$ cat src/design/srle_pkg.sv
`timescale 1ns / 1ps
// ----------------------------------------------------------------------------
// srle_pkg : shared types and constants for the SGI RLE row decoder
// Transaction payloads, decoder phase and word codes, and the command and
// status bundles between the controller and the datapath.
// ----------------------------------------------------------------------------
package srle_pkg;

  localparam int GROUP_LANES_DEF = 8;
  localparam int MAX_LANES       = 8;
  localparam int SAMPLE_W        = 16;
  localparam int FILL_W          = 4;
  localparam int RUN_W           = 7;
  localparam int POS_W           = 16;
  localparam int CFG_IDX_W       = 2;
  localparam int CFG_DATA_W      = 16;

  // register indexes of the configuration port
  localparam logic [CFG_IDX_W-1:0] CFG_BPS       = 2'd0;
  localparam logic [CFG_IDX_W-1:0] CFG_ROW_WIDTH = 2'd1;

  // bytes_per_sample code that selects 16-bit samples
  localparam logic [1:0] BPS_WIDE = 2'd2;

  typedef enum logic [1:0] {
    ST_SAMPLES = 2'd0,
    ST_END     = 2'd1,
    ST_ERROR   = 2'd2
  } status_t;

  typedef enum logic [1:0] {
    PH_CTRL    = 2'd0,
    PH_REPEAT  = 2'd1,
    PH_LITERAL = 2'd2,
    PH_DONE    = 2'd3
  } phase_t;

  // what the current byte turns out to be
  typedef enum logic [2:0] {
    K_NONE    = 3'd0,
    K_END     = 3'd1,
    K_ERR     = 3'd2,
    K_RUN     = 3'd3,
    K_REPEAT  = 3'd4,
    K_LITERAL = 3'd5
  } kind_t;

  typedef struct packed {
    logic [7:0] data_byte;
    logic       last_byte;
  } in_item_t;

  typedef struct packed {
    logic [SAMPLE_W-1:0] sample_0;
    logic [SAMPLE_W-1:0] sample_1;
    logic [SAMPLE_W-1:0] sample_2;
    logic [SAMPLE_W-1:0] sample_3;
    logic [SAMPLE_W-1:0] sample_4;
    logic [SAMPLE_W-1:0] sample_5;
    logic [SAMPLE_W-1:0] sample_6;
    logic [SAMPLE_W-1:0] sample_7;
    logic [FILL_W-1:0]   sample_count;
    status_t             status;
  } out_item_t;

  typedef struct packed {
    logic    load;
    logic    decode;
    logic    fill;
    logic    emit;
    status_t emit_status;
    logic    clear;
  } cmd_t;

  typedef struct packed {
    kind_t  kind;
    logic   lit_full;
    logic   chunk_full;
    logic   out_free;
    logic   last;
    phase_t phase;
  } stat_t;

endpackage

$ cat src/design/srle_ctrl.sv
`timescale 1ns / 1ps
// ----------------------------------------------------------------------------
// srle_ctrl : sequencing controller of the RLE row decoder
// Takes one byte at a time, steps the datapath through decode, repeat fill,
// group emission and end-of-row handling.
// ----------------------------------------------------------------------------
module srle_ctrl (
  input  logic            clk,
  input  logic            rst_n,
  input  logic            in_valid,
  output logic            in_stall,
  input  srle_pkg::stat_t st,
  output srle_pkg::cmd_t  cmd
);

  typedef enum logic [2:0] {
    S_IN,
    S_DECODE,
    S_FILL,
    S_EMIT,
    S_LAST
  } state_t;

  state_t            state_r, state_nxt;
  srle_pkg::status_t status_r, status_nxt;

  // byte intake only while waiting for input
  assign in_stall = (state_r != S_IN);

  // next state and commands
  always_comb begin
    state_nxt       = state_r;
    status_nxt      = status_r;
    cmd             = '0;
    cmd.emit_status = status_r;
    case (state_r)
      S_IN: begin
        if (in_valid) begin
          cmd.load  = 1'b1;
          state_nxt = S_DECODE;
        end
      end
      S_DECODE: begin
        cmd.decode = 1'b1;
        case (st.kind)
          srle_pkg::K_END: begin
            status_nxt = srle_pkg::ST_END;
            state_nxt  = S_EMIT;
          end
          srle_pkg::K_ERR: begin
            status_nxt = srle_pkg::ST_ERROR;
            state_nxt  = S_EMIT;
          end
          srle_pkg::K_REPEAT: begin
            state_nxt = S_FILL;
          end
          srle_pkg::K_LITERAL: begin
            if (st.lit_full) begin
              status_nxt = srle_pkg::ST_SAMPLES;
              state_nxt  = S_EMIT;
            end else begin
              state_nxt = S_LAST;
            end
          end
          default: begin
            state_nxt = S_LAST;
          end
        endcase
      end
      S_FILL: begin
        cmd.fill = 1'b1;
        if (st.chunk_full) begin
          status_nxt = srle_pkg::ST_SAMPLES;
          state_nxt  = S_EMIT;
        end else begin
          state_nxt = S_LAST;
        end
      end
      S_EMIT: begin
        if (st.out_free) begin
          cmd.emit = 1'b1;
          if (status_r == srle_pkg::ST_SAMPLES && st.phase == srle_pkg::PH_REPEAT) begin
            state_nxt = S_FILL;
          end else begin
            state_nxt = S_LAST;
          end
        end
      end
      S_LAST: begin
        if (!st.last) begin
          state_nxt = S_IN;
        end else if (st.phase == srle_pkg::PH_DONE) begin
          cmd.clear = 1'b1;
          state_nxt = S_IN;
        end else begin
          status_nxt = srle_pkg::ST_ERROR;
          state_nxt  = S_EMIT;
        end
      end
      default: begin
        state_nxt = S_IN;
      end
    endcase
  end

  // state and registered status code
  always_ff @(posedge clk) begin
    if (!rst_n) begin
      state_r  <= S_IN;
      status_r <= srle_pkg::ST_SAMPLES;
    end else begin
      state_r  <= state_nxt;
      status_r <= status_nxt;
    end
  end

  // repeat fill only runs inside a repeat run
  a_fill_in_repeat: assert property (@(posedge clk) disable iff (!rst_n)
    state_r == S_FILL |-> st.phase == srle_pkg::PH_REPEAT)
    else $error("repeat fill outside a repeat run");

endmodule

$ cat src/design/srle_dp.sv
`timescale 1ns / 1ps
// ----------------------------------------------------------------------------
// srle_dp : datapath of the RLE row decoder
// Holds configuration, row state, the sample group buffer and the output
// register; acts on commands from the controller and reports status.
// ----------------------------------------------------------------------------
module srle_dp #(
  parameter int GROUP_LANES = srle_pkg::GROUP_LANES_DEF
) (
  input  logic                                clk,
  input  logic                                rst_n,
  input  srle_pkg::in_item_t                  in_item,
  output logic                                out_valid,
  input  logic                                out_stall,
  output srle_pkg::out_item_t                 out_item,
  input  logic                                cfg_valid,
  input  logic [srle_pkg::CFG_IDX_W-1:0]      cfg_index,
  input  logic [srle_pkg::CFG_DATA_W-1:0]     cfg_data,
  input  srle_pkg::cmd_t                      cmd,
  output srle_pkg::stat_t                     st
);

  localparam int FW = srle_pkg::FILL_W;
  localparam int SW = srle_pkg::SAMPLE_W;
  localparam int RW = srle_pkg::RUN_W;
  localparam int PW = srle_pkg::POS_W;
  localparam logic [FW-1:0] LANES_F = FW'(GROUP_LANES);

  // configuration
  logic [1:0]    bps_r, bps_nxt;
  logic [PW-1:0] row_width_r, row_width_nxt;

  // row state
  srle_pkg::phase_t phase_r, phase_nxt;
  logic [7:0]    hold_r, hold_nxt;
  logic          parity_r, parity_nxt;
  logic [RW-1:0] run_r, run_nxt;
  logic [PW-1:0] pos_r, pos_nxt;
  logic [FW-1:0] fill_r, fill_nxt;
  logic          out_valid_r, out_valid_nxt;

  // payload
  logic [7:0]          byte_r;
  logic                last_r;
  logic [SW-1:0]       rep_r;
  logic [SW-1:0]       grp_r [GROUP_LANES];
  srle_pkg::out_item_t out_r;

  logic          wide;
  logic          have_word;
  logic [SW-1:0] word;
  logic [RW-1:0] count;
  logic [PW:0]   pos_sum;
  logic          overflow;
  srle_pkg::kind_t kind;
  logic [FW-1:0] room;
  logic [FW-1:0] chunk;
  logic          chunk_full;
  logic [FW-1:0] fill_end;
  logic [SW-1:0] lane_out [srle_pkg::MAX_LANES];

  // word assembly from the latched byte
  assign wide      = (bps_r == srle_pkg::BPS_WIDE);
  assign have_word = (phase_r != srle_pkg::PH_DONE) && !(wide && !parity_r);
  assign word      = wide ? {hold_r, byte_r} : {8'h00, byte_r};
  assign count     = word[RW-1:0];
  assign pos_sum   = {1'b0, pos_r} + (PW+1)'(count);
  assign overflow  = pos_sum > {1'b0, row_width_r};

  // classify the byte
  always_comb begin
    kind = srle_pkg::K_NONE;
    if (have_word) begin
      case (phase_r)
        srle_pkg::PH_CTRL: begin
          if (count == '0) begin
            kind = srle_pkg::K_END;
          end else if (overflow) begin
            kind = srle_pkg::K_ERR;
          end else begin
            kind = srle_pkg::K_RUN;
          end
        end
        srle_pkg::PH_REPEAT:  kind = srle_pkg::K_REPEAT;
        srle_pkg::PH_LITERAL: kind = srle_pkg::K_LITERAL;
        default:              kind = srle_pkg::K_NONE;
      endcase
    end
  end

  // repeat chunk: as many lanes as the run and the group allow
  assign room       = LANES_F - fill_r;
  assign chunk_full = (run_r >= RW'(room));
  assign chunk      = chunk_full ? room : run_r[FW-1:0];
  assign fill_end   = fill_r + chunk;

  assign st.kind       = kind;
  assign st.lit_full   = ((fill_r + FW'(1)) == LANES_F);
  assign st.chunk_full = chunk_full;
  assign st.out_free   = !out_valid_r || !out_stall;
  assign st.last       = last_r;
  assign st.phase      = phase_r;

  // group lanes padded to the output width, unused lanes zero
  for (genvar i = 0; i < srle_pkg::MAX_LANES; i++) begin : g_lane
    if (i < GROUP_LANES) begin : g_used
      assign lane_out[i] = (FW'(i) < fill_r) ? grp_r[i] : '0;
    end else begin : g_pad
      assign lane_out[i] = '0;
    end
  end

  // control state next values
  always_comb begin
    bps_nxt       = bps_r;
    row_width_nxt = row_width_r;
    phase_nxt     = phase_r;
    hold_nxt      = hold_r;
    parity_nxt    = parity_r;
    run_nxt       = run_r;
    pos_nxt       = pos_r;
    fill_nxt      = fill_r;
    out_valid_nxt = out_valid_r && out_stall;

    if (cfg_valid) begin
      case (cfg_index)
        srle_pkg::CFG_BPS:       bps_nxt       = cfg_data[1:0];
        srle_pkg::CFG_ROW_WIDTH: row_width_nxt = cfg_data[PW-1:0];
        default: ;
      endcase
    end

    if (cmd.decode) begin
      if (!wide) begin
        parity_nxt = 1'b0;
      end
      if (phase_r != srle_pkg::PH_DONE) begin
        if (wide && !parity_r) begin
          hold_nxt   = byte_r;
          parity_nxt = 1'b1;
        end else begin
          parity_nxt = 1'b0;
        end
      end
      case (kind)
        srle_pkg::K_END, srle_pkg::K_ERR: begin
          phase_nxt = srle_pkg::PH_DONE;
        end
        srle_pkg::K_RUN: begin
          run_nxt   = count;
          phase_nxt = word[7] ? srle_pkg::PH_LITERAL : srle_pkg::PH_REPEAT;
        end
        srle_pkg::K_LITERAL: begin
          fill_nxt = fill_r + FW'(1);
          pos_nxt  = pos_r + PW'(1);
          run_nxt  = run_r - RW'(1);
          if (run_r == RW'(1)) begin
            phase_nxt = srle_pkg::PH_CTRL;
          end
        end
        default: ;
      endcase
    end

    if (cmd.fill) begin
      fill_nxt = fill_end;
      pos_nxt  = pos_r + PW'(chunk);
      run_nxt  = run_r - RW'(chunk);
      if (run_r == RW'(chunk)) begin
        phase_nxt = srle_pkg::PH_CTRL;
      end
    end

    if (cmd.emit) begin
      out_valid_nxt = 1'b1;
      fill_nxt      = '0;
      if (cmd.emit_status != srle_pkg::ST_SAMPLES) begin
        phase_nxt = srle_pkg::PH_DONE;
      end
    end

    if (cmd.clear) begin
      phase_nxt  = srle_pkg::PH_CTRL;
      hold_nxt   = '0;
      parity_nxt = 1'b0;
      run_nxt    = '0;
      pos_nxt    = '0;
      fill_nxt   = '0;
    end
  end

  // control registers
  always_ff @(posedge clk) begin
    if (!rst_n) begin
      bps_r       <= 2'd1;
      row_width_r <= PW'(1);
      phase_r     <= srle_pkg::PH_CTRL;
      hold_r      <= '0;
      parity_r    <= 1'b0;
      run_r       <= '0;
      pos_r       <= '0;
      fill_r      <= '0;
      out_valid_r <= 1'b0;
    end else begin
      bps_r       <= bps_nxt;
      row_width_r <= row_width_nxt;
      phase_r     <= phase_nxt;
      hold_r      <= hold_nxt;
      parity_r    <= parity_nxt;
      run_r       <= run_nxt;
      pos_r       <= pos_nxt;
      fill_r      <= fill_nxt;
      out_valid_r <= out_valid_nxt;
    end
  end

  // byte latch, repeat value and group buffer
  always_ff @(posedge clk) begin
    if (cmd.load) begin
      byte_r <= in_item.data_byte;
      last_r <= in_item.last_byte;
    end
    if (cmd.decode && kind == srle_pkg::K_REPEAT) begin
      rep_r <= word;
    end
    for (int i = 0; i < GROUP_LANES; i++) begin
      if (cmd.decode && kind == srle_pkg::K_LITERAL && fill_r == FW'(i)) begin
        grp_r[i] <= word;
      end
      if (cmd.fill && FW'(i) >= fill_r && FW'(i) < fill_end) begin
        grp_r[i] <= rep_r;
      end
    end
  end

  // output register
  always_ff @(posedge clk) begin
    if (cmd.emit) begin
      out_r.sample_0     <= lane_out[0];
      out_r.sample_1     <= lane_out[1];
      out_r.sample_2     <= lane_out[2];
      out_r.sample_3     <= lane_out[3];
      out_r.sample_4     <= lane_out[4];
      out_r.sample_5     <= lane_out[5];
      out_r.sample_6     <= lane_out[6];
      out_r.sample_7     <= lane_out[7];
      out_r.sample_count <= fill_r;
      out_r.status       <= cmd.emit_status;
    end
  end

  assign out_valid = out_valid_r;
  assign out_item  = out_r;

  // group fill never passes the lane count
  a_fill_bound: assert property (@(posedge clk) disable iff (!rst_n)
    fill_r <= LANES_F)
    else $error("group fill beyond lane count");

  // a plain sample group only goes out when full
  a_full_group: assert property (@(posedge clk) disable iff (!rst_n)
    cmd.emit && cmd.emit_status == srle_pkg::ST_SAMPLES |-> fill_r == LANES_F)
    else $error("partial group sent without row status");

  // a pending transaction is never overwritten
  a_no_overwrite: assert property (@(posedge clk) disable iff (!rst_n)
    out_valid_r && out_stall |-> !cmd.emit)
    else $error("output register overwritten while stalled");

endmodule

$ cat src/design/sgi_rle_row_decoder.sv
`timescale 1ns / 1ps
// ----------------------------------------------------------------------------
// sgi_rle_row_decoder : SGI RLE channel row decoder
// Expands one row of compressed bytes into groups of raw samples with a
// row status.
// ----------------------------------------------------------------------------
// One compressed byte is taken per input transaction and passes through the
// controller's intake, decode and end-of-row check states. Each group sent
// adds a pass through the emit state, and a repeat run adds a buffer fill
// step for every group it spans, with input held all the while. Results wait
// in an output register, so a stalled result only holds the decoder when the
// next group is ready to go. bytes_per_sample (index 0, 2 means 16-bit
// big-endian) and row_width (index 1) are to be written by the user through
// the cfg port between rows; the block itself does not enforce this. It comes
// out of reset ready to take bytes, with no clearing pass.
module sgi_rle_row_decoder #(
  parameter int GROUP_LANES = srle_pkg::GROUP_LANES_DEF
) (
  input  logic                            clk,
  input  logic                            rst_n,
  input  logic                            in_valid,
  output logic                            in_stall,
  input  srle_pkg::in_item_t              in_item,
  output logic                            out_valid,
  input  logic                            out_stall,
  output srle_pkg::out_item_t             out_item,
  input  logic                            cfg_valid,
  output logic                            cfg_ready,
  input  logic [srle_pkg::CFG_IDX_W-1:0]  cfg_index,
  input  logic [srle_pkg::CFG_DATA_W-1:0] cfg_data
);

  srle_pkg::cmd_t  cmd;
  srle_pkg::stat_t st;

  // configuration writes always taken
  assign cfg_ready = 1'b1;

  srle_ctrl u_ctrl (
    .clk      (clk),
    .rst_n    (rst_n),
    .in_valid (in_valid),
    .in_stall (in_stall),
    .st       (st),
    .cmd      (cmd)
  );

  srle_dp #(
    .GROUP_LANES (GROUP_LANES)
  ) u_dp (
    .clk       (clk),
    .rst_n     (rst_n),
    .in_item   (in_item),
    .out_valid (out_valid),
    .out_stall (out_stall),
    .out_item  (out_item),
    .cfg_valid (cfg_valid && cfg_ready),
    .cfg_index (cfg_index),
    .cfg_data  (cfg_data),
    .cmd       (cmd),
    .st        (st)
  );

endmodule

$ cat config.mk
export PLATFORM = sky130hd
export DESIGN_NAME = sgi_rle_row_decoder
export DESIGN_NICKNAME = d
export VERILOG_FILES = /design/src/design/srle_pkg.sv /design/src/design/srle_ctrl.sv /design/src/design/srle_dp.sv /design/src/design/sgi_rle_row_decoder.sv
export SDC_FILE = /design/constraint.sdc
export NUM_CORES = 1
export LEC_CHECK = 0
export BUFFER_PORTS_ARGS = -buffer_cell sky130_fd_sc_hd__buf_2
export CORE_MARGIN = 3
export CORE_UTILIZATION = 25
export DETAILED_ROUTE_END_ITERATION = 8
export PLACE_DENSITY_LB_ADDON = 0.1
export SLEW_MARGIN = 5
export SYNTH_ARGS = -nofsm -noshare
export SYNTH_HDL_FRONTEND = slang
export SYNTH_HIERARCHICAL = 1
export SYNTH_SLANG_ARGS = --single-unit
$ cat constraint.sdc
create_clock -name clk -period 7.9 [get_ports clk]
set_clock_uncertainty 0.1 [all_clocks]
set_input_delay 0.395 -clock clk [delete_from_list [all_inputs] [get_ports clk]]
set_output_delay 0.395 -clock clk [all_outputs]
set_load 0.1 [all_outputs]
==> summary by stage, run 1 <==
Status
The flow ran to the end, and the final reports show no timing, DRC or antenna violations.

Cells and area
The filler cell count is 6,438. The area growth from synthesis to layout is 20.9%. The number of nets in the layout is 1,502.

The most common cell after layout, fill and taps aside is edfxtp_1. The ratio of cells with drive above 1 in the final layout is 27.9%. Leaving out fill and tap cells, the most frequent cells in the layout are edfxtp_1, buf_2, nor2b_1. The final cell utilization of the core is 30.8%. The number of standard cells in the final layout excluding fillers is 2,300. The final cell area excluding filler cells is 0.0196 mm².

Synthesis
Summing the sequential cell areas from Yosys gives 60.7% of the chip area. The number of nets in the synthesized netlist is 1,307. The area share of the leading cell type in the synthesized netlist is 53.1%. After synthesis, the mean cell area works out to 13.2 µm².

The count of unique library cells instantiated by Yosys is 89. The number of enable-type register cells in the synthesized netlist is 287. The post-synthesis async set-or-reset flop share is 0%. Yosys printed 6 warnings.

The netlist area before placement is 0.0162 mm². For this run, the leading register cell type out of synthesis is edfxtp_1. The largest area contributor in the netlist is edfxtp_1. Yosys attributes the largest share of cell area to edfxtp_1, mux2_2, dfxtp_1. In the synthesized netlist, the number of instances is 1,226. Counting flops and latches in the post-synthesis netlist gives 349.

Route
In this run, the number of DRC markers left after iteration 0 of detailed routing was 584. After detailed routing, the number of remaining DRC violations is 0. Wires add up to 46.6 mm.

Dividing the detail-routed wire length by the instance count gives 20.3 µm. The antenna violation net count after detailed routing is 0. The first-pass iteration count of the detailed router is 4.

The total vias in the final route is 10,100. The per-cell via count in the routed design is 4.41.

Global route
The overall track demand over capacity in global routing is 13.8%. Entering global routing, the biggest net connects 75 pins. The first global-routing pass estimated 70.0 mm of wire.

The initial antenna violation count is 2. Summed over all layers, the global routing overflow is 0. The via count of the first global-routing pass is 10,600.

Pwr
The analysis attributes to cell leakage a power of 6.96 nW. The total power per unit cell area is 323 mW/mm². VDD sags by at most 0.000259 V.

Critical path
The kind of critical path is flop to flop. STA classifies the critical path startpoint as a flop. STA puts the critical path data arrival time at 5.74 ns.

The biggest fanout along the worst timing path is 17. The terminus of the critical flop-to-flop path is u_dp/grp_r[4][12]. The worst register-to-register path has a depth of 14. The worst setup path is captured at a flop. For flop-to-flop paths, the worst setup slack is 2.25 ns. The worst endpoint required time is 7.99 ns. The highest cell delay on the worst timing path is 0.68 ns. The cell type of the slowest stage on the worst timing path is a21o_1. The startpoint identified for the worst register-to-register timing path is u_dp/fill_r[0].

The critical path goes through inv_1, ha_1, xor2_1, ha_1, o21ai_0, o21ai_4, nand2_1, o21ai_0, ha_1, fa_1, xor2_1, o21ai_0, a21oi_4, a21o_1.

CTS
The sink count of the clock tree is 349. The clock tree root driver cell is clkbuf_16. The clock buffer count from CTS is 43. The H-tree was split into 2 levels. TritonCTS built the clock tree. In this run, post-CTS repair resized a total of 0 instances. The longest clock path from root to sink contains 3 buffers. The count of buffers added by post-CTS timing repair for setup is 0. The clock slew seen by the registers of the worst setup and hold paths is 0.06 ns. The clock latency reported for the late side of the worst-skew pair is 0.57 ns. The cts-stage hold buffer count is 26.

Floorplan
The floorplan step set the die height to 261 µm. The die footprint is 0.0680 mm². The floorplan step set the die width to 261 µm. The core footprint is 0.0637 mm².

The number of placed I/O pins is 169. Row generation in the floorplan step produced 92 rows. The effective utilization at floorplan is 25.5%.

Placed design
The worst slack after detailed placement is 2.31 ns. The placed instance count is 2,196. During placement, the flow inserted port buffers numbering 167. The cell area after placement is 0.0180 mm².

The congestion estimate from routability-driven global placement came to 0.779. The final HPWL from detailed placement is 33.1 mm.

Worst hold path
The number of stages on the worst hold path is 4. The startpoint identified for the worst hold timing path is cfg_index[1]. The worst hold endpoint is u_dp/bps_r[0]. The worst min-delay path category is input port to flop.

STA
Derived from the worst setup path, the maximum achievable clock frequency is 177 MHz. Across all setup checks in the final design, the least slack found is 2.25 ns. The final critical-path share of the clock period is 71.5%. The worst relative slew slack is 25.9%. The final-report hold violation count was 0.

After routing, the total negative slack on setup checks comes to 0 ns. The number of max-slew violations in the final report is 0. The slew at the pin with the worst max-slew slack is 1.10 ns.

The final setup violation count is 0. The final critical path time including I/O delays and setup is 5.65 ns. Setup repair after global routing left no endpoint under its margin.

Run
The total of max-cap violations is 0.
==> stage by stage <==
step / total power [mW] / hold WS (ns)
5_1_grt: 6.70 / 0.133
3_5_place_dp: 4.45 / 0.348
2_1_floorplan: 3.94 / 0.332
6_report: 6.34 / 0.126
3_3_place_gp: 4.46 / 0.343
4_1_cts: 6.45 / 0.0923
==> critical path: cells and delay by family, from the launching register on <==
family                   cells  cell delay [ns]
XOR/XNOR                     2             0.80
buffers and inverters        1             0.13
flip-flops                   1             0.66
AND/OR/NAND/NOR              1             0.08
AO/OA/AOI/OAI                6             2.18
adder cells (fa/ha/maj)      4             1.29
==> layer usage <==
metal	global-route usage [%]	wire length, µm
met1	19.0	22000
met2	22.2	21800
met3	2.34	1930
met4	3.75	889
met5	0	0
==> worst max-delay path by stage <==
stage | start | end | cells after the start
floorplan | u_dp/out_valid | u_dp/phase_r[1] | 5
global placement | u_dp/fill_r[0] | u_dp/grp_r[3][12] | 14
detailed placement | u_dp/fill_r[1] | u_dp/grp_r[4][9] | 14
CTS | u_dp/fill_r[0] | u_dp/grp_r[4][6] | 14
global route | u_dp/byte_r[0] | u_dp/run_r[2] | 16
finish | u_dp/fill_r[0] | u_dp/grp_r[4][12] | 14
==> state kept, by name, indices dropped and copies added, names as in the netlist, 2 cells and up <==
| register | flops |
|---|---|
| u_ctrl/state_r | 3 |
| u_dp/grp_r | 128 |
| u_dp/byte_r | 8 |
| u_dp/out_item | 134 |
| u_dp/hold_r | 8 |
| u_dp/fill_r | 4 |
| u_dp/pos_r | 16 |
| u_dp/phase_r | 2 |
| u_dp/rep_r | 16 |
| u_dp/row_width_r | 16 |
| u_dp/bps_r | 2 |
| u_ctrl/status_r | 2 |
| u_dp/run_r | 7 |
==> logic make-up (layout without fill, tap and decap cells) <==
| family | after synthesis | after routing | share of synthesized area (%) |
|---|---|---|---|
| AND/OR/NAND/NOR | 384 | 384 | 12.9 |
| buffers and inverters | 100 | 327 | 2.67 |
| XOR/XNOR | 40 | 40 | 2.44 |
| AO/OA/AOI/OAI | 162 | 162 | 7.32 |
| flip-flops | 349 | 349 | 60.7 |
| multiplexers | 141 | 141 | 9.95 |
| adder cells (fa/ha/maj) | 49 | 49 | 3.96 |
| other | 1 | 2 | 0.0231 |
==> cells in the mapped netlist (8+ instances only) <==
library cell / number
a211oi_1: 8
a21boi_0: 17
a21o_1: 10
a21oi_1: 44
and2_1: 27
buf_4: 8
clkbuf_1: 41
dfxtp_1: 62
edfxtp_1: 287
ha_1: 45
inv_1: 40
mux2_2: 113
mux2_4: 11
mux2i_1: 11
nand2_1: 88
nand3_1: 25
nor2_1: 48
nor2b_1: 126
nor3_1: 17
o21ai_0: 23
xnor2_1: 24
xor2_1: 13
==> report_power, final <==
group          switching, mW  internal [mW]  total [mW]
Combinational           1.26          0.699        1.96
Sequential             0.180           2.26        2.44
Clock                  0.785           1.15        1.93
==> cell type report <==
| class | instances | area, µm² | share of cell area (%) |
|---|---|---|---|
| multi-input combinational | 777 | 5970 | 30.4 |
| sequential | 349 | 9860 | 50.2 |
| antenna | 1 | 2.50 | 0.0127 |
| inverter | 41 | 154 | 0.784 |
| timing repair buffer | 209 | 1220 | 6.20 |
| clock buffer | 52 | 1130 | 5.76 |
| tap | 846 | 1060 | 5.39 |
| clock inverter | 25 | 236 | 1.20 |
(Power assumes the default switching activity.)
==> run 2, diff against run 1 <==
==> constraint.sdc (replaced) <==
create_clock -name clk -period 5.8 [get_ports clk]
set_clock_uncertainty 0.1 [all_clocks]
set_input_delay 0.29 -clock clk [delete_from_list [all_inputs] [get_ports clk]]
set_output_delay 0.29 -clock clk [all_outputs]
set_load 0.1 [all_outputs]
==> summary by stage, run 2 (synthesized netlist as in run 1, its figures left out) <==
Status
The run finished with clean final reports.

CTS
The clock slew seen by the registers of the worst setup and hold paths is 0.07 ns (about the same). The quantity of gates resized following cts came to 0 (unchanged). The clock latency reported for the late side of the worst-skew pair came to 0.58 ns (about the same). The sink count of the clock tree came to 349 (unchanged).

The number of H-tree levels came to 2 (unchanged). The number of buffers on the longest clock path is 3 (unchanged). The clock buffer count from CTS is 42 (-2.3%). The clock tree root driver cell is clkbuf_16. The clock tree from TritonCTS is built.

STA
The top achievable clock speed was 192 MHz (+8.6%). The accumulated negative setup slack is 0 ns (unchanged). The final setup violation count is 0 (unchanged). The worst hold-check slack is 0.0245 ns (-0.101 ns).

The final-report hold violation count was 0 (unchanged). The number of max-slew violations in the final report is 0 (unchanged). Setup repair after global routing left no endpoint under its margin.

The worst relative slew slack is 16.8% (-9.1 points). The final critical-path share of the clock period is 89.7% (+18 points). The slew at the pin with the worst max-slew slack came to 1.25 ns (+0.150 ns).

The final critical path time including I/O delays and setup came to 5.20 ns (-0.449 ns).

Critical path
The largest individual stage delay along the critical path comes from the cell dfxtp_1. The worst setup path is of the flop to flop kind. The worst endpoint required time was 5.92 ns (-2.07 ns).

The arrival time at the worst endpoint was 5.32 ns (-0.42 ns). The kind of end point of the critical path is a flop. The cell type with the highest occurrence count on the critical path is ha_1. The highest cell delay on the worst timing path came to 0.61 ns (-0.07 ns). The signal on the critical path passes through inv_1, ha_1, xor2_1, ha_1, o21ai_0, o21ai_4, o21ai_0, ha_1, a21o_1, a21oi_1, xnor2_2, xor2_4, a31oi_4, a31o_2.

The biggest fanout along the worst timing path is 17 (unchanged). The critical path startpoint category is a flop.

Route
The post-route DRC violation count is 0 (unchanged). The antenna violation net count after detailed routing is 0 (unchanged). The routed wire length is 47.9 mm (+2.8%).

The mean routed wirelength per cell was 20.7 µm (+1.9%). The per-cell via count in the routed design is 4.44 (+0.84%). The iteration-0 DRC count of the detailed router is 505 (-14%). The first-pass iteration count of the detailed router is 5 (+1). The total vias in the final route is 10,300 (+1.7%).

Global route
The residual overflow from global routing was 0 (unchanged). The overall track demand over capacity in global routing came to 14.0% (+0.24 points). The maximum number of pins on one net before global-route repair came to 55 (-27%). The initial antenna violation count is 4 (+2). The via count of the first global-routing pass is 10,600 (+0.19%). The wire length of the first global-routing pass is 70.2 mm (+0.40%).

Pwr
The total power per unit cell area came to 436 mW/mm² (+35%). The overall power is 8.60 mW (+36%). The largest vdd supply drop is 0.000267 V (+3.1%).

The static leakage power came to 7.03 nW (+0.98%).

Floorplan
The effective utilization at floorplan came to 25.5% (unchanged). The number of placed I/O pins came to 169 (unchanged). The height of the die came to 261 µm (unchanged).

The width of the chip is 261 µm (unchanged). The die footprint came to 0.0680 mm² (unchanged). The core footprint is 0.0637 mm² (unchanged). The row count came to 92 (unchanged).

Cells and area
The flip-flop count of the largest register, all copies and words added is 134 (unchanged). The library cells used most frequently in the layout, excluding fill and tap cells, are edfxtp_1, buf_2, nor2b_1. The library cell used most frequently in the layout, excluding fill and tap cells, is edfxtp_1.

The number of nets in the layout came to 1,520 (+1.2%). The ratio of cells with drive above 1 in the final layout is 28.6% (+0.61 points). The area growth from synthesis to layout is 21.5%. The final cell area excluding filler cells is 0.0197 mm² (+0.45%).

Worst hold path
The worst hold path belongs to the class input port to flop.

Placed design
The final RePlAce weighted congestion is 0.764 (-1.9%). The count of input and output buffers is 167 (unchanged). The final HPWL from detailed placement came to 33.2 mm (+0.48%). The cell area after placement is 0.0181 mm² (+0.71%).

Run
The total of max-cap violations came to 0 (unchanged).
## run 2: cell types whose count changed in the layout (fill, tap and decap cells not counted), sizes merged
cell,before,now
buf,183,200
bufinv,4,2
clkbuf,52,56
clkinv,17,13
clkinvlp,3,2
diode,1,3
dlygate4sd3,26,28
inv,42,44
## run 2: power by group
| group | leakage (nW) | switching [mW] | total, mW | internal (mW) |
|---|---|---|---|---|
| logic | 3.32 | 1.83 | 2.82 | 0.992 |
| clock network | 0.624 | 1.08 | 2.53 | 1.44 |
| registers | 3.09 | 0.169 | 3.25 | 3.08 |
## run 2: metrics by stage
stage / std cells / util (%) / setup slack (ns)
detailed placement: 2213 / 28.5 / 0.596
finish: 2320 / 31.0 / 0.598
CTS: 2317 / 31.0 / 0.541
floorplan: 1226 / - / 0.441
global placement: 2213 / 28.5 / 0.714
global route: 2317 / 31.0 / 0.175
## run 2: final timing paths
kind | start | end | slack, ns | cells after the start
max | u_dp/fill_r[0] | u_dp/grp_r[2][3] | 0.60 | 14
min | rst_n | u_dp/row_width_r[0] | 0.02 | 2
max reg2reg | u_dp/fill_r[0] | u_dp/grp_r[2][3] | 0.60 | 14
min reg2reg | u_dp/hold_r[6] | u_dp/hold_r[6] | 0.35 | 2
## run 2: layer usage
layer	GRT usage (%)	vias up	routed length (µm)	part of all wire, %
met4	3.58	0	845	1.8
met3	2.11	57	1940	4.0
met2	23.0	222	22500	47
li1	-	4898	-	-
met5	0	-	0	0
met1	19.3	5131	22600	47
## run 2: what timing repair did
| item | 4_1_cts | 5_1_grt |
|---|---|---|
| hold buffers | 28 | 0 |
| buffers inserted | 0 | 0 |
| endpoints found under the hold margin | 28 | 0 |
## run 2: cell type report
cell class	count	area, µm²
inverters	41	154
diodes	3	7.51
clock inverters	20	195
fillers	6435	43900
flip-flops and latches	349	9860
repair buffers	228	1360
clock buffers	56	1100
well taps	846	1060
multi-input cells	777	5970
## run 2: worst max-delay path: cells and delay by family (launching register included)
family | cells | cell delay, ns
flops | 1 | 0.61
xor+xnor | 3 | 0.69
buf+inv | 1 | 0.13
compound gates | 7 | 2.42
fa+ha+maj | 3 | 0.89
